--- config.mk ---
export PLATFORM = sky130hd
export DESIGN_NAME = lcd_command_stream_parser_flat
export DESIGN_NICKNAME = d
export VERILOG_FILES = /design/src/design/lcsp_pkg.sv /design/src/design/lcsp_if.sv /design/src/design/lcsp_front.sv /design/src/design/lcsp_queue.sv /design/src/design/lcsp_back.sv /design/src/design/lcd_command_stream_parser.sv /design/src/flat_wrapper.sv
export SDC_FILE = /design/constraint.sdc
export NUM_CORES = 1
export LEC_CHECK = 0
export BUFFER_PORTS_ARGS = -buffer_cell sky130_fd_sc_hd__clkbuf_2
export CAP_MARGIN = 40
export CORE_MARGIN = 3
export CORE_UTILIZATION = 36
export DETAILED_ROUTE_END_ITERATION = 8
export PLACE_DENSITY_LB_ADDON = 0.12
export SYNTH_ARGS = -nofsm -noshare
export SYNTH_HDL_FRONTEND = slang
export SYNTH_SLANG_ARGS = --single-unit
export TNS_END_PERCENT = 5
--- constraint.sdc ---
create_clock -name i_clk -period 6 [get_ports i_clk]
set_input_delay 0.6 -clock i_clk [delete_from_list [all_inputs] [get_ports i_clk]]
set_output_delay 0.6 -clock i_clk [all_outputs]
set_load 0.02 [all_outputs]
--- src/design/lcsp_pkg.sv ---
// Shared types, constants and helper functions of the display command-stream parser.
`default_nettype none
package lcsp_pkg;

    localparam logic [7:0] CHAR_FIRST  = 8'h21;
    localparam logic [7:0] CHAR_END    = 8'h7E;
    localparam logic [7:0] CMD_CLEAR   = 8'h0D;
    localparam logic [7:0] CMD_CHAR    = 8'h01;
    localparam logic [7:0] CMD_GOTO    = 8'h02;
    localparam logic [7:0] CMD_STR     = 8'h03;
    localparam logic [7:0] CMD_PACKED  = 8'h07;
    localparam logic [7:0] DIGIT_0     = 8'h30;
    localparam logic [7:0] DIGIT_9     = 8'h39;
    localparam logic [7:0] UPPER_A     = 8'h41;
    localparam logic [7:0] UPPER_F     = 8'h46;
    localparam logic [7:0] LOWER_A     = 8'h61;
    localparam logic [7:0] LOWER_F     = 8'h66;
    localparam logic [7:0] SIGN_PLUS   = 8'h2B;
    localparam logic [7:0] SIGN_MINUS  = 8'h2D;

    localparam int FLAG_CHAR   = 0;
    localparam int FLAG_GOTO   = 1;
    localparam int FLAG_STRING = 2;
    localparam int FLAG_PACKED = 4;

    localparam int MAX_RESULTS = 32;
    localparam int QUEUE_DEPTH = 4;

    typedef enum logic [1:0] {
        ACT_PUT    = 2'd0,
        ACT_MOVE   = 2'd1,
        ACT_STRING = 2'd2
    } t_action;

    typedef struct packed {
        logic [1:0] action;
        logic [7:0] char_code;
        logic [7:0] column;
        logic [7:0] row;
        logic       last;
    } t_result;

    typedef enum logic [1:0] {
        CK_RESULT = 2'd0,
        CK_WRITE  = 2'd1,
        CK_STRING = 2'd2
    } t_cmd_kind;

    typedef struct packed {
        t_cmd_kind  kind;
        t_result    res;
        logic       wr_en;
        logic [7:0] wr_slot;
        logic [7:0] wr_data;
        logic       mark_en;
        logic [7:0] mark_slot;
    } t_cmd;

    typedef enum logic [2:0] {
        B_IDLE  = 3'd0,
        B_MARK  = 3'd1,
        B_START = 3'd2,
        B_FIRST = 3'd3,
        B_LOOK  = 3'd4,
        B_TAIL  = 3'd5
    } t_back_state;

    // Bit 4 flags a valid digit, bits 3:0 hold its value.
    function automatic logic [4:0] hex_digit(input logic [7:0] c);
        logic [4:0] d;
        d = 5'd0;
        if (c >= DIGIT_0 && c <= DIGIT_9) begin
            d = {1'b1, c[3:0]};
        end else if ((c >= UPPER_A && c <= UPPER_F) || (c >= LOWER_A && c <= LOWER_F)) begin
            d = {1'b1, 4'(c[3:0] + 4'd9)};
        end
        return d;
    endfunction

    // Base-16 read of two characters with optional sign, low 8 bits of the result.
    function automatic logic [7:0] parse_two(input logic [7:0] a, input logic [7:0] b);
        logic [4:0] da;
        logic [4:0] db;
        logic [7:0] v;
        da = hex_digit(a);
        db = hex_digit(b);
        if (a == SIGN_PLUS || a == SIGN_MINUS) begin
            v = db[4] ? {4'h0, db[3:0]} : 8'd0;
            if (a == SIGN_MINUS) begin
                v = 8'd0 - v;
            end
        end else if (!da[4]) begin
            v = 8'd0;
        end else if (!db[4]) begin
            v = {4'h0, da[3:0]};
        end else begin
            v = {da[3:0], db[3:0]};
        end
        return v;
    endfunction

endpackage
`default_nettype wire

--- src/design/lcsp_if.sv ---
// Handshake interfaces for the received-byte and display-action channels.
`default_nettype none
interface lcsp_rx_if;
    logic       valid;
    logic       ready;
    logic [7:0] rx_byte;
    modport source (output valid, output rx_byte, input ready);
    modport sink (input valid, input rx_byte, output ready);
endinterface

interface lcsp_act_if;
    logic       valid;
    logic       ready;
    logic [1:0] action;
    logic [7:0] char_code;
    logic [7:0] column;
    logic [7:0] row;
    logic       last;
    modport source (output valid, output action, output char_code, output column,
                    output row, output last, input ready);
    modport sink (input valid, input action, input char_code, input column,
                  input row, input last, output ready);
endinterface
`default_nettype wire

--- src/design/lcsp_front.sv ---
// Front end: accepts received bytes, tracks task state and issues commands to the queue.
`default_nettype none
module lcsp_front #(
    parameter int STRING_DEPTH = 32
) (
    input  wire logic          i_clk,
    input  wire logic          i_rst_n,
    lcsp_rx_if.sink            i_rx,
    input  wire logic          i_space,
    output lcsp_pkg::t_cmd     o_cmd,
    output logic               o_cmd_valid
);

    localparam logic [8:0] DEPTH9 = 9'(STRING_DEPTH);

    logic [4:0] r_flags, n_flags;
    logic [7:0] r_ci, n_ci;
    logic [7:0] r_gi, n_gi;
    logic [7:0] r_si, n_si;
    logic [7:0] r_slen, n_slen;
    logic [7:0] r_hp [2];
    logic [7:0] n_hp [2];
    logic [7:0] r_gt [4];
    logic [7:0] n_gt [4];

    logic       w_accept;
    logic [7:0] w_b;
    logic [7:0] w_v;
    logic [7:0] w_c;
    logic [7:0] w_r;
    logic [7:0] w_slot;
    logic [7:0] w_mark;

    assign i_rx.ready = i_space;
    assign w_accept   = i_rx.valid && i_space;
    assign w_b        = i_rx.rx_byte;

    always_comb begin
        n_flags     = r_flags;
        n_ci        = r_ci;
        n_gi        = r_gi;
        n_si        = r_si;
        n_slen      = r_slen;
        n_hp        = r_hp;
        n_gt        = r_gt;
        o_cmd       = '0;
        o_cmd_valid = 1'b0;
        w_v         = 8'd0;
        w_c         = 8'd0;
        w_r         = 8'd0;
        w_slot      = 8'd0;
        w_mark      = 8'd0;
        if (w_accept) begin
            if (w_b < lcsp_pkg::CHAR_FIRST) begin
                case (w_b)
                    lcsp_pkg::CMD_CLEAR: begin
                        n_flags = 5'd0;
                        n_ci    = 8'd0;
                        n_gi    = 8'd0;
                        n_si    = 8'd0;
                    end
                    lcsp_pkg::CMD_CHAR:   n_flags[lcsp_pkg::FLAG_CHAR] = 1'b1;
                    lcsp_pkg::CMD_GOTO:   n_flags[lcsp_pkg::FLAG_GOTO] = 1'b1;
                    lcsp_pkg::CMD_STR:    n_flags[lcsp_pkg::FLAG_STRING] = 1'b1;
                    lcsp_pkg::CMD_PACKED: n_flags[lcsp_pkg::FLAG_PACKED] = 1'b1;
                    default: ;
                endcase
            end else if (w_b < lcsp_pkg::CHAR_END) begin
                if (r_flags[lcsp_pkg::FLAG_PACKED] || r_flags[lcsp_pkg::FLAG_GOTO]) begin
                    if (r_gi < 8'd4) begin
                        n_gt[r_gi[1:0]] = w_b;
                    end
                    n_gi = r_gi + 8'd1;
                    if (r_flags[lcsp_pkg::FLAG_PACKED]) begin
                        if (n_gi == 8'd2) begin
                            n_flags[lcsp_pkg::FLAG_PACKED] = 1'b0;
                            w_v = lcsp_pkg::parse_two(n_gt[0], n_gt[1]) - lcsp_pkg::DIGIT_0;
                            o_cmd_valid          = 1'b1;
                            o_cmd.kind           = lcsp_pkg::CK_RESULT;
                            o_cmd.res.action     = lcsp_pkg::ACT_MOVE;
                            o_cmd.res.column     = {3'd0, w_v[7:3]};
                            o_cmd.res.row        = {5'd0, w_v[2:0]};
                            o_cmd.res.last       = 1'b1;
                        end
                    end else if (n_gi == 8'd4) begin
                        n_flags[lcsp_pkg::FLAG_GOTO] = 1'b0;
                        w_c = lcsp_pkg::parse_two(n_gt[0], n_gt[1]) - lcsp_pkg::DIGIT_0;
                        w_r = lcsp_pkg::parse_two(n_gt[2], n_gt[3]) - lcsp_pkg::DIGIT_0;
                        o_cmd_valid      = 1'b1;
                        o_cmd.kind       = lcsp_pkg::CK_RESULT;
                        o_cmd.res.action = lcsp_pkg::ACT_MOVE;
                        o_cmd.res.column = w_c;
                        o_cmd.res.row    = w_r;
                        o_cmd.res.last   = 1'b1;
                    end
                end else if (r_flags[lcsp_pkg::FLAG_CHAR]) begin
                    if (r_ci < 8'd2) begin
                        n_hp[r_ci[0]] = w_b;
                    end
                    n_ci = r_ci + 8'd1;
                    if (n_ci == 8'd2) begin
                        n_flags[lcsp_pkg::FLAG_CHAR] = 1'b0;
                        o_cmd_valid         = 1'b1;
                        o_cmd.kind          = lcsp_pkg::CK_RESULT;
                        o_cmd.res.action    = lcsp_pkg::ACT_PUT;
                        o_cmd.res.char_code = lcsp_pkg::parse_two(n_hp[0], n_hp[1]);
                        o_cmd.res.last      = 1'b1;
                    end
                end else if (r_flags[lcsp_pkg::FLAG_STRING]) begin
                    if (r_si == 8'd0) begin
                        n_slen = w_b - lcsp_pkg::DIGIT_0;
                        n_si   = 8'd1;
                    end else begin
                        w_slot        = r_si - 8'd1;
                        o_cmd.wr_en   = ({1'b0, w_slot} < DEPTH9);
                        o_cmd.wr_slot = w_slot;
                        o_cmd.wr_data = w_b;
                        n_si          = r_si + 8'd1;
                    end
                    if ({1'b0, n_si} == ({1'b0, n_slen} + 9'd1)) begin
                        w_mark          = n_si - 8'd1;
                        n_flags[lcsp_pkg::FLAG_STRING] = 1'b0;
                        o_cmd_valid     = 1'b1;
                        o_cmd.kind      = lcsp_pkg::CK_STRING;
                        o_cmd.mark_en   = ({1'b0, w_mark} < DEPTH9);
                        o_cmd.mark_slot = w_mark;
                    end else if (o_cmd.wr_en) begin
                        o_cmd_valid = 1'b1;
                        o_cmd.kind  = lcsp_pkg::CK_WRITE;
                    end
                end
            end
        end
    end

    always_ff @(posedge i_clk) begin
        if (!i_rst_n) begin
            r_flags <= 5'd0;
            r_ci    <= 8'd0;
            r_gi    <= 8'd0;
            r_si    <= 8'd0;
            r_slen  <= 8'd0;
            r_hp    <= '{default: 8'd0};
            r_gt    <= '{default: 8'd0};
        end else begin
            r_flags <= n_flags;
            r_ci    <= n_ci;
            r_gi    <= n_gi;
            r_si    <= n_si;
            r_slen  <= n_slen;
            r_hp    <= n_hp;
            r_gt    <= n_gt;
        end
    end

endmodule
`default_nettype wire

--- src/design/lcsp_queue.sv ---
// Small command queue between the front end and the back end.
`default_nettype none
module lcsp_queue (
    input  wire logic            i_clk,
    input  wire logic            i_rst_n,
    input  wire logic            i_push,
    input  wire lcsp_pkg::t_cmd  i_cmd,
    output logic                 o_space,
    output logic                 o_valid,
    output lcsp_pkg::t_cmd       o_cmd,
    input  wire logic            i_pop
);

    localparam int AW = $clog2(lcsp_pkg::QUEUE_DEPTH);

    lcsp_pkg::t_cmd r_entry [lcsp_pkg::QUEUE_DEPTH];
    logic [AW-1:0]  r_wr_ptr;
    logic [AW-1:0]  r_rd_ptr;
    logic [AW:0]    r_count, n_count;

    assign o_space = (r_count != (AW+1)'(lcsp_pkg::QUEUE_DEPTH));
    assign o_valid = (r_count != '0);
    assign o_cmd   = r_entry[r_rd_ptr];

    always_comb begin
        case ({i_push, i_pop})
            2'b10:   n_count = r_count + (AW+1)'(1);
            2'b01:   n_count = r_count - (AW+1)'(1);
            default: n_count = r_count;
        endcase
    end

    always_ff @(posedge i_clk) begin
        if (!i_rst_n) begin
            r_wr_ptr <= '0;
            r_rd_ptr <= '0;
            r_count  <= '0;
        end else begin
            if (i_push) begin
                r_wr_ptr <= r_wr_ptr + AW'(1);
            end
            if (i_pop) begin
                r_rd_ptr <= r_rd_ptr + AW'(1);
            end
            r_count <= n_count;
        end
    end

    always_ff @(posedge i_clk) begin
        if (i_push) begin
            r_entry[r_wr_ptr] <= i_cmd;
        end
    end

endmodule
`default_nettype wire

--- src/design/lcsp_back.sv ---
// Back end: carries out queued commands, owns the string store and drives the action channel.
`default_nettype none
module lcsp_back #(
    parameter int STRING_DEPTH = 32
) (
    input  wire logic            i_clk,
    input  wire logic            i_rst_n,
    input  wire logic            i_valid,
    input  wire lcsp_pkg::t_cmd  i_cmd,
    output logic                 o_pop,
    lcsp_act_if.source           o_act
);

    localparam int LIMIT = (STRING_DEPTH < lcsp_pkg::MAX_RESULTS) ?
                           STRING_DEPTH : lcsp_pkg::MAX_RESULTS;
    localparam int AW    = $clog2(STRING_DEPTH);
    localparam int IW    = $clog2(LIMIT + 1);

    lcsp_pkg::t_back_state r_state, n_state;

    logic [7:0]        r_mem [STRING_DEPTH];
    logic [7:0]        r_rd_data;
    logic [IW-1:0]     r_idx, n_idx;
    logic [7:0]        r_cur, n_cur;
    logic              r_mark_en, n_mark_en;
    logic [AW-1:0]     r_mark_slot, n_mark_slot;
    lcsp_pkg::t_result r_out, n_out;
    logic              r_out_valid, n_out_valid;

    logic              w_free;
    logic              w_load;
    lcsp_pkg::t_result w_res;
    logic              w_wr_en;
    logic [AW-1:0]     w_wr_addr;
    logic [7:0]        w_wr_data;
    logic [AW-1:0]     w_rd_addr;

    assign w_free    = !r_out_valid || o_act.ready;
    assign w_rd_addr = (n_idx < IW'(LIMIT)) ? n_idx[AW-1:0] : '0;

    assign o_act.valid     = r_out_valid;
    assign o_act.action    = r_out.action;
    assign o_act.char_code = r_out.char_code;
    assign o_act.column    = r_out.column;
    assign o_act.row       = r_out.row;
    assign o_act.last      = r_out.last;

    always_comb begin
        n_state = r_state;
        case (r_state)
            lcsp_pkg::B_IDLE: begin
                if (i_valid && i_cmd.kind == lcsp_pkg::CK_STRING) begin
                    n_state = lcsp_pkg::B_MARK;
                end
            end
            lcsp_pkg::B_MARK:  n_state = lcsp_pkg::B_START;
            lcsp_pkg::B_START: n_state = lcsp_pkg::B_FIRST;
            lcsp_pkg::B_FIRST: begin
                n_state = (r_rd_data == 8'd0) ? lcsp_pkg::B_IDLE : lcsp_pkg::B_LOOK;
            end
            lcsp_pkg::B_LOOK: begin
                if (w_free) begin
                    if (r_rd_data == 8'd0) begin
                        n_state = lcsp_pkg::B_IDLE;
                    end else if (r_idx == IW'(LIMIT - 1)) begin
                        n_state = lcsp_pkg::B_TAIL;
                    end
                end
            end
            lcsp_pkg::B_TAIL: begin
                if (w_free) begin
                    n_state = lcsp_pkg::B_IDLE;
                end
            end
            default: n_state = lcsp_pkg::B_IDLE;
        endcase
    end

    always_comb begin
        o_pop       = 1'b0;
        n_idx       = r_idx;
        n_cur       = r_cur;
        n_mark_en   = r_mark_en;
        n_mark_slot = r_mark_slot;
        w_load      = 1'b0;
        w_res       = '0;
        w_wr_en     = 1'b0;
        w_wr_addr   = i_cmd.wr_slot[AW-1:0];
        w_wr_data   = i_cmd.wr_data;
        case (r_state)
            lcsp_pkg::B_IDLE: begin
                if (i_valid) begin
                    case (i_cmd.kind)
                        lcsp_pkg::CK_RESULT: begin
                            if (w_free) begin
                                o_pop  = 1'b1;
                                w_load = 1'b1;
                                w_res  = i_cmd.res;
                            end
                        end
                        lcsp_pkg::CK_WRITE: begin
                            o_pop   = 1'b1;
                            w_wr_en = i_cmd.wr_en;
                        end
                        lcsp_pkg::CK_STRING: begin
                            o_pop       = 1'b1;
                            w_wr_en     = i_cmd.wr_en;
                            n_mark_en   = i_cmd.mark_en;
                            n_mark_slot = i_cmd.mark_slot[AW-1:0];
                        end
                        default: o_pop = 1'b1;
                    endcase
                end
            end
            lcsp_pkg::B_MARK: begin
                w_wr_en   = r_mark_en;
                w_wr_addr = r_mark_slot;
                w_wr_data = 8'd0;
                n_idx     = '0;
            end
            lcsp_pkg::B_START: n_idx = '0;
            lcsp_pkg::B_FIRST: begin
                if (r_rd_data != 8'd0) begin
                    n_cur = r_rd_data;
                    n_idx = IW'(1);
                end
            end
            lcsp_pkg::B_LOOK: begin
                if (w_free) begin
                    w_load          = 1'b1;
                    w_res.action    = lcsp_pkg::ACT_STRING;
                    w_res.char_code = r_cur;
                    w_res.last      = (r_rd_data == 8'd0);
                    if (r_rd_data != 8'd0) begin
                        n_cur = r_rd_data;
                        n_idx = r_idx + IW'(1);
                    end
                end
            end
            lcsp_pkg::B_TAIL: begin
                if (w_free) begin
                    w_load          = 1'b1;
                    w_res.action    = lcsp_pkg::ACT_STRING;
                    w_res.char_code = r_cur;
                    w_res.last      = 1'b1;
                end
            end
            default: ;
        endcase
        n_out_valid = r_out_valid && !o_act.ready;
        n_out       = r_out;
        if (w_load) begin
            n_out_valid = 1'b1;
            n_out       = w_res;
        end
    end

    always_ff @(posedge i_clk) begin
        if (!i_rst_n) begin
            r_state     <= lcsp_pkg::B_IDLE;
            r_idx       <= '0;
            r_out_valid <= 1'b0;
            r_mark_en   <= 1'b0;
        end else begin
            r_state     <= n_state;
            r_idx       <= n_idx;
            r_out_valid <= n_out_valid;
            r_mark_en   <= n_mark_en;
        end
    end

    always_ff @(posedge i_clk) begin
        r_cur       <= n_cur;
        r_mark_slot <= n_mark_slot;
        r_out       <= n_out;
    end

    always_ff @(posedge i_clk) begin
        if (w_wr_en) begin
            r_mem[w_wr_addr] <= w_wr_data;
        end
        r_rd_data <= r_mem[w_rd_addr];
    end

endmodule
`default_nettype wire

--- src/design/lcd_command_stream_parser.sv ---
// Top level of the display command-stream parser.
// i_rx carries received bytes, one per word; o_act carries display actions
// (put character, move cursor, string character) with a last mark on the
// final action that a byte causes. A word moves when valid and ready are high.
// The front end takes one byte per cycle while its command queue has room;
// command bytes and bytes outside the character range produce no action.
// A put-character or cursor action passes through the command queue and the
// back end's output register to o_act. After a string's final byte the back
// end steps through its mark, start and first states, then gives one character
// per cycle while o_act is not stalled; the single string-store read port sets
// that pace. Commands made meanwhile wait in the four-entry queue.
// When o_act is stalled the back end holds its output register and the queue
// fills; i_rx.ready drops only when the queue is full.
// Synchronous reset clears the task flags, indices, queue and output valid flag;
// the string store holds no defined content until characters are written.
`default_nettype none
module lcd_command_stream_parser #(
    parameter int STRING_DEPTH = 32
) (
    input  wire logic   i_clk,
    input  wire logic   i_rst_n,
    lcsp_rx_if.sink     i_rx,
    lcsp_act_if.source  o_act
);

    lcsp_pkg::t_cmd w_front_cmd;
    logic           w_front_valid;
    logic           w_space;
    lcsp_pkg::t_cmd w_queue_cmd;
    logic           w_queue_valid;
    logic           w_pop;

    lcsp_front #(
        .STRING_DEPTH(STRING_DEPTH)
    ) u_front (
        .i_clk       (i_clk),
        .i_rst_n     (i_rst_n),
        .i_rx        (i_rx),
        .i_space     (w_space),
        .o_cmd       (w_front_cmd),
        .o_cmd_valid (w_front_valid)
    );

    lcsp_queue u_queue (
        .i_clk   (i_clk),
        .i_rst_n (i_rst_n),
        .i_push  (w_front_valid),
        .i_cmd   (w_front_cmd),
        .o_space (w_space),
        .o_valid (w_queue_valid),
        .o_cmd   (w_queue_cmd),
        .i_pop   (w_pop)
    );

    lcsp_back #(
        .STRING_DEPTH(STRING_DEPTH)
    ) u_back (
        .i_clk   (i_clk),
        .i_rst_n (i_rst_n),
        .i_valid (w_queue_valid),
        .i_cmd   (w_queue_cmd),
        .o_pop   (w_pop),
        .o_act   (o_act)
    );

endmodule
`default_nettype wire

--- src/flat_wrapper.sv ---
// flat-port wrapper written by rule: the top's interface ports become plain ports
module lcd_command_stream_parser_flat 
#(
    parameter int STRING_DEPTH = 32
)
  (i_clk, i_rst_n, i_rx_valid, i_rx_rx_byte, i_rx_ready, o_act_valid, o_act_action, o_act_char_code, o_act_column, o_act_row, o_act_last, o_act_ready);
  lcsp_rx_if i_rx_i ();
  lcsp_act_if o_act_i ();
  input  wire logic i_clk;
  input  wire logic i_rst_n;
  input wire logic [$bits(i_rx_i.valid)-1:0] i_rx_valid;
  input wire logic [$bits(i_rx_i.rx_byte)-1:0] i_rx_rx_byte;
  output wire logic [$bits(i_rx_i.ready)-1:0] i_rx_ready;
  output wire logic [$bits(o_act_i.valid)-1:0] o_act_valid;
  output wire logic [$bits(o_act_i.action)-1:0] o_act_action;
  output wire logic [$bits(o_act_i.char_code)-1:0] o_act_char_code;
  output wire logic [$bits(o_act_i.column)-1:0] o_act_column;
  output wire logic [$bits(o_act_i.row)-1:0] o_act_row;
  output wire logic [$bits(o_act_i.last)-1:0] o_act_last;
  input wire logic [$bits(o_act_i.ready)-1:0] o_act_ready;
  assign i_rx_i.valid = i_rx_valid;
  assign i_rx_i.rx_byte = i_rx_rx_byte;
  assign i_rx_ready = i_rx_i.ready;
  assign o_act_valid = o_act_i.valid;
  assign o_act_action = o_act_i.action;
  assign o_act_char_code = o_act_i.char_code;
  assign o_act_column = o_act_i.column;
  assign o_act_row = o_act_i.row;
  assign o_act_last = o_act_i.last;
  assign o_act_i.ready = o_act_ready;
  lcd_command_stream_parser #(.STRING_DEPTH(STRING_DEPTH)) u_core (.i_clk(i_clk), .i_rst_n(i_rst_n), .i_rx(i_rx_i), .o_act(o_act_i));
endmodule
== After elaboration in Yosys (flattened, before gate mapping) ==
Memories as Yosys holds them, arrays and structs flattened. A register that Yosys moved wholly into a read port is not among the register bits.
Index checks and enable logic that the tools add are counted.

* Register bits: 142
* ROM bits: 0
* Bits of input ports: 12
* Bits in latches: 0
* Memories: 2
* RAM bits: 476
* Output and inout port bits: 29

{| class="wikitable"
|+ Memory list
! name !! depth !! width !! read ports !! clocked after Yosys merged registers in !! write ports !! line !! text
|-
| u_core.u_back.r_mem || 32 || 8 || 1 || 1 || 1 || lcsp_back.sv:21 || <nowiki>logic [7:0] r_mem [STRING_DEPTH];</nowiki>
|-
| u_core.u_queue.r_entry || 4 || 55 || 1 || 1 || 1 || lcsp_queue.sv:16 || <nowiki>lcsp_pkg::t_cmd r_entry [lcsp_pkg::QUEUE_DEPTH];</nowiki>
|}

* Multiplexer cells: 248
* Bitwise logic cells: 5
* Add/sub/neg operators: 25
* Magnitude comparators: 47
* Div/mod/pow operators: 0
* Equal/unequal tests: 38
* Reductions and logical operators: 66
* Shift operators: 0
* Multiply operators: 0

{| class="wikitable"
|+ Operators with widths
! operator !! count
|-
| two-way mux 8 bit || 68
|-
| two-way mux 5 bit || 62
|-
| two-way mux 55 bit || 3
|-
| two-way mux 32 bit || 5
|-
| two-way mux 17 bit || 9
|-
| two-way mux 16 bit || 7
|-
| >= comparator 8 x 7 -> 1 bit (second input constant) || 12
|-
| less-or-equal comparator 8 x 7 -> 1 bit (second input constant) || 12
|-
| two-way mux 27 bit || 3
|-
| two-way mux 26 bit || 3
|-
| equality test 8 x 6 -> 1 bit (second input constant) || 6
|-
| >= comparator 8 x 6 -> 1 bit (second input constant) || 6
|-
| less-or-equal comparator 8 x 6 -> 1 bit (second input constant) || 6
|-
| two-way mux 1 bit || 46
|-
| bitwise mux 32 bit || 1
|-
| equality test 8 x 2 -> 1 bit (second input constant) || 4
|-
| subtractor 8 x 6 -> 8 bit (second input constant) || 4
|-
| adder 4 bit (second input constant) || 6
|-
| adder 8 x 1 -> 8 bit (second input constant) || 3
|-
| less-than comparator 8 x 6 -> 1 bit (second input constant) || 3
|-
| two-way mux 3 bit || 8
|-
| two-way mux 4 bit || 6
|-
| AND reduction 4 bit || 6
|-
| logical AND 1 bit || 23
|-
| 60 further kinds || 117
|}

== Depth between registers and ports, before layout ==
* Depth after elaboration: 39
* Gate-level depth with buffers: 22
* Depth with buffers taken out: 19

== By module ==
Synthesis repeated with hierarchy kept, for this count alone.

* Cell total of the unflattened synthesis: 2250
* Area total of the unflattened synthesis: 28742.6 µm²

{| class="wikitable"
|+ Modules (own cells, without submodules)
! module !! area each (µm²) !! times used !! sequential area each (µm²) !! cells an instance
|-
| lcsp_back || 12851.1 || 1 || 9268.9 || 903
|-
| lcsp_queue || 8455.6 || 1 || 6786.5 || 333
|-
| lcsp_front || 7435.9 || 1 || 1681.6 || 1014
|}

== Worst setup path before layout ==
No wires, ideal clock.

* Path kind: register to register
* From: reg u_core.u_front.r_si[0]
* To: mem u_core.u_queue.r_entry[0][0] (netlist bit), enable pin
* Cell stages (with the launch flop): 17
* Arrival: 4.088 ns
* Path buffers: 3
* Slack: 1.501 ns
* Cell sequence: dfxtp_1 buf_2 inv_1 ha_1 nor3b_1 nand2_1 clkbuf_1 clkbuf_1 nand2_1 nand2_1 ha_1 nand3_1 nand2_1 or3_1 a211o_1 a31oi_2 and2_1

* Word-level cells in the longest chain between the ends: 19

{| class="wikitable"
|+ RTL lines
! element !! line !! text
|-
| start, declared || lcsp_front.sv:19 || <nowiki>logic [7:0] r_si, n_si;</nowiki>
|-
| start signal, assigned || lcsp_front.sv:149 || <nowiki>r_si <= n_si;</nowiki>
|-
| subtractor 8 x 1 -> 8 bit or zero test 8 bit (tied branches) || lcsp_front.sv:114, lcsp_front.sv:110 ||
|-
| less-than comparator 8 x 6 -> 1 bit or two-way mux 8 bit (tied branches) || lcsp_front.sv:115, lcsp_front.sv:110 ||
|-
| two-way mux 17 bit or two-way mux 8 bit (tied branches) || lcsp_front.sv:110, lcsp_front.sv:109 ||
|-
| two-way mux 17 bit or two-way mux 8 bit (tied branches) || lcsp_front.sv:109, lcsp_front.sv:96 ||
|-
| two-way mux 17 bit or two-way mux 8 bit (tied branches) || lcsp_front.sv:96, lcsp_front.sv:69 ||
|-
| two-way mux 17 bit or two-way mux 8 bit (tied branches) || lcsp_front.sv:69, lcsp_front.sv:68 ||
|-
| two-way mux 17 bit or two-way mux 8 bit (tied branches) || lcsp_front.sv:68, lcsp_front.sv:54 ||
|-
| two-way mux 17 bit or two-way mux 8 bit (tied branches) || lcsp_front.sv:54, lcsp_front.sv:53 ||
|-
| [... 3 more ...] || n/a ||
|-
| two-way mux 1 bit * || lcsp_front.sv:109 || <nowiki>end else if (r_flags[lcsp_pkg::FLAG_STRING]) begin</nowiki>
|-
| two-way mux 1 bit * || lcsp_front.sv:96 || <nowiki>end else if (r_flags[lcsp_pkg::FLAG_CHAR]) begin</nowiki>
|-
| two-way mux 1 bit * || lcsp_front.sv:69 || <nowiki>if (r_flags[lcsp_pkg::FLAG_PACKED] || r_flags[lcsp_pkg::FLAG_GOTO]) begin</nowiki>
|-
| two-way mux 1 bit * || lcsp_front.sv:68 || <nowiki>end else if (w_b < lcsp_pkg::CHAR_END) begin</nowiki>
|-
| two-way mux 1 bit * || lcsp_front.sv:54 || <nowiki>if (w_b < lcsp_pkg::CHAR_FIRST) begin</nowiki>
|-
| two-way mux 1 bit * || lcsp_front.sv:53 || <nowiki>if (w_accept) begin</nowiki>
|-
| two-way mux 1 bit * || lcsp_queue.sv:50 || <nowiki>if (i_push) begin</nowiki>
|-
| two-way mux 1 bit (not written as such) * || lcsp_queue.sv:51 || <nowiki>r_entry[r_wr_ptr] <= i_cmd;</nowiki>
|-
| end, declared || lcsp_queue.sv:16 ||
|}

Every way passes the cells marked *; elsewhere a longest branch is shown, timed or not. The select of a mux whose other input is x is not followed.

==> flow_summary_export.csv <==
group,metric,value,unit
run_status,status,"finished clean",
clock_tree,htreeDepth,3,
floorplan,dieArea,79000,µm²
setup_path,path_buf_inv,0,
power,peakVddDrop,0.165,mV
layout,n_antenna_cell,0,
synthesis,synth_edf_count,488,
placement,placed_area,28800,µm²
setup_path,cp-end-kind,"register",
timing,tightest_slew,0.945,ns
global_routing,grt_pass1_vias,17500,
route,wl_met1,34700,µm
clock_tree,cts_resized,0,
global_routing,gr-total-overflow,0,
min_path,min_path_type,"input port to register",
synthesis,yosysSeqAreaShare,62.0,%
synthesis,synthTopCellsByArea,"edfxtp_1, dfxtp_1, mux4_2",
setup_path,critPathRequiredTime,6.40,ns
timing,holdWs,0.427,ns
timing,fin_setup_tns,0,ns
route,wl_met3,3550,µm
route,first_iter_violations,1243,
route,firstDrtPassIters,6,
route,wl_met2,32400,µm
synthesis,async_reset_ff_share,0,%
clock_tree,clk_path_buf_depth,3,
floorplan,fp-row-count,100,
layout,final-seq-area,16900,µm²
route,routed.top_layer,"met4",
layout,nFillCells,6882,
synthesis,ys_ff_latch,600,
clock_tree,cts_setup_buffers,0,
setup_path,critPathLaunchType,"register",
setup_path,critical_path.slowest_cell,"nor4_4",
floorplan,ios,41,
layout,area_growth,13.5,%
power,p_per_area,316,nW/µm²
power,p_leak,10.4,nW
route,drt-total-wl,72600,µm
setup_path,path_class,"register to register",
global_routing,grt.total_usage,18.4,%
placement,place.gp.congestion,0.873,
placement,port_buffers,40,
timing,report.final.slew_viol_count,0,
timing,hold_viol_final,0,
synthesis,yosys_warnings,0,
setup_path,crit_fanout,13,
layout,multi_input_area,9780,µm²
layout,final_cells,3214,
synthesis,syn_area_per_cell,12.7,µm²
route,vias,17800,
placement,dp_hpwl,48500,µm
route,viasPerCell,5.55,
floorplan,initial_core_util,36.5,%
route,post-route-drc-count,0,
setup_path,cp_slowest_stage_delay,0.59,ns
floorplan,core_area,74700,µm²
synthesis,synthFlopType,"edfxtp_1",
clock_tree,cts_root_buffer,"clkbuf_16",
clock_tree,cts_tree,"done",
floorplan,die_h,281,µm
global_routing,antenna_found_initial,2,
clock_tree,cts_buffers,67,
setup_path,arrival,5.57,ns
route,ant_nets,0,
timing,period_share,86.2,%
clock_tree,path_clk_slew,0.06,ns
clock_tree,clock_latency,0.61,ns
synthesis,netlist_instances,2146,
synthesis,ys_types,93,
timing,period_needed,5.17,ns
timing,rsz0062_at_grt,"no",
synthesis,synth_area_leader_cell,"edfxtp_1",
placement,dpl.cell_count,3096,
global_routing,grt_pass1_wl,110000,µm
layout,finalNetCount,2257,
synthesis,synth_top_area_share,53.8,%
clock_tree,cts_hold_buf,0,
setup_path,critPathTopFamily,"simple AND/OR/NAND/NOR gates",
job,max_cap_viol_count,0,
clock_tree,cts_sinks,600,
timing,max_freq,193,MHz
timing,finalClockSkew,0.0356,ns
route,wl_per_cell,22.6,µm
layout,fin_area,30900,µm²
synthesis,netlist_area,27200,µm²
global_routing,grt_max_degree,64,
layout,drive_gt1_share,14.5,%
setup_path,path_cells,"nor4_4 > nand3_2 > mux2i_1 > ha_1 > nor2b_1 > or3_1 > a2111oi_2 > nor2_1 > mux2_2 > ha_1 > and2b_1 > or2_0 > a2bb2oi_1 > o211ai_1 > mux2_2 > nor2_1",
timing,slew_headroom,36.9,%
floorplan,die_x,281,µm
timing,finalSetupViolations,0,
## cell usage after synthesis (6+ instances only)
| cell type | n |
|---|---|
| and3_1 | 25 |
| o21a_1 | 10 |
| a22o_1 | 11 |
| o31ai_1 | 13 |
| nor2_1 | 224 |
| mux4_2 | 66 |
| nand3b_1 | 9 |
| o221ai_1 | 36 |
| nor4_1 | 6 |
| nand2_1 | 183 |
| clkbuf_1 | 74 |
| o22ai_1 | 35 |
| a211oi_1 | 32 |
| o211ai_1 | 17 |
| a21oi_1 | 86 |
| a21o_1 | 11 |
| nand3_1 | 79 |
| buf_1 | 18 |
| xnor2_1 | 20 |
| nor4b_1 | 8 |
| nor3b_1 | 10 |
| nand4_1 | 29 |
| and2_1 | 43 |
| dfxtp_1 | 112 |
| inv_1 | 47 |
| a31oi_1 | 15 |
| nor3_1 | 32 |
| nor2b_1 | 17 |
| o21ai_1 | 8 |
| xor2_1 | 14 |
| mux2i_1 | 55 |
| mux2_2 | 23 |
| a22oi_1 | 14 |
| nand2b_1 | 19 |
| o21ai_0 | 63 |
| or3_1 | 17 |
| ha_1 | 47 |
| buf_2 | 18 |
| or2_2 | 6 |
| a32oi_1 | 7 |
| edfxtp_1 | 488 |
## stage by stage
| stage | util (%) | setup WS [ns] | power [mW] |
|---|---|---|---|
| after floorplan | - | 1.50 | 5.40 |
| after global placement | 38.3 | 1.07 | 5.76 |
| after detailed placement | 38.5 | 0.898 | 5.82 |
| after CTS | 41.4 | 0.873 | 9.89 |
| after global routing | 41.4 | 0.419 | 10.1 |
| final | 41.4 | 0.828 | 9.77 |
## per-layer routing
metal  vias up  GRT usage, %
met3       110          2.43
met2       463          28.0
met5         -             0
met4         0          5.76
li1       8287             -
met1      8972          27.2
## kinds of logic after synthesis
kind of cell,after synthesis,synth area share (%)
fa+ha+maj,48,2.23
simple gates,736,13.2
xor+xnor,35,1.15
mux,148,8.61
other cells,1,0.0138
compound gates,413,10.3
buf+inv,165,2.44
flops,600,62.0
## final cells by class
type                       count  share of cell area [%]
sequential                   600                    54.6
multi-input combinational   1384                    31.6
tap                          969                    3.92
clock buffer                  82                    5.77
timing repair buffer          94                    2.22
inverter                      50                   0.607
clock inverter                35                    1.26
## state kept, by name, indices dropped and copies added (netlist names), named ones only
register / flops
u_core.u_back.o_act.valid: 1
u_core.u_back.r_cur: 8
u_core.u_back.r_rd_data: 8
u_core.u_queue.r_entry: 192
u_core.u_back.r_idx: 6
u_core.u_back.r_mark_slot: 5
u_core.u_back.o_act.row: 8
u_core.u_front.r_slen: 8
u_core.u_back.o_act.column: 8
u_core.u_back.r_mem: 256
u_core.u_back.o_act.char_code: 8
u_core.u_back.r_mark_en: 1
u_core.u_queue.r_rd_ptr: 2
u_core.u_back.r_state: 3
u_core.u_front.r_si: 8
u_core.u_back.o_act.action: 2
u_core.u_front.r_flags: 4
u_core.u_queue.r_wr_ptr: 2
u_core.u_front.r_ci: 8
u_core.u_front.r_gi: 8
u_core.u_front.r_hp: 16
u_core.u_queue.r_count: 3
u_core.u_back.o_act.last: 1
u_core.u_front.r_gt: 32
## where the power goes
group	switching, mW	total, mW	internal (mW)
sequential	0.0507	4.78	4.73
clock	1.67	4.06	2.39
combinational	0.621	0.928	0.307
total	2.34	9.77	7.43
## path summary, 6_finish.rpt
check,startpoint,endpoint,slack [ns],cells past startpoint
hold reg to reg,u_core.u_front.r_gt[7]$_SDFFE_PN0P_,u_core.u_front.r_gt[7]$_SDFFE_PN0P_,0.45,2
setup reg to reg,u_core.u_front.r_gi[2]$_SDFFE_PN0P_,u_core.u_queue.r_entry[3][39]$_DFFE_PP_,0.83,16
setup / recovery,u_core.u_front.r_gi[2]$_SDFFE_PN0P_,u_core.u_queue.r_entry[3][39]$_DFFE_PP_,0.83,16
hold / removal,i_rx_rx_byte[5],u_core.u_front.r_gt[13]$_SDFFE_PN0P_,0.43,3
## layout by cell type, fill, tap and decap left out, types with 17 or more instances in the layout
master and count:
nand3_1 78, a21oi_1 86, and2_1 39, nand2_1 182, nand4_1 29, xnor2_1 20, clkbuf_16 68, edfxtp_1 488
clkbuf_2 40, o22ai_1 35, mux2_2 23, and3_1 25, nor2_1 222, dfxtp_1 110, o221ai_1 36, a211oi_1 32
or3_1 17, o21ai_0 62, ha_1 47, nor3_1 32, inv_1 47, mux4_2 66, nand2b_1 19, o211ai_1 17
buf_4 47, mux2i_1 55
## worst reg2reg max path: stages (launching register included)
cell and delay (ns):
dfxtp_1 0.41, nor4_4 0.59, nand3_2 0.39, mux2i_1 0.52
ha_1 0.28, nor2b_1 0.08, or3_1 0.32, a2111oi_2 0.57
nor2_1 0.17, mux2_2 0.32, ha_1 0.17, and2b_1 0.29
or2_0 0.14, a2bb2oi_1 0.16, o211ai_1 0.12, mux2_2 0.28
nor2_1 0.19
No activity file was read; power rests on OpenSTA's default activity.
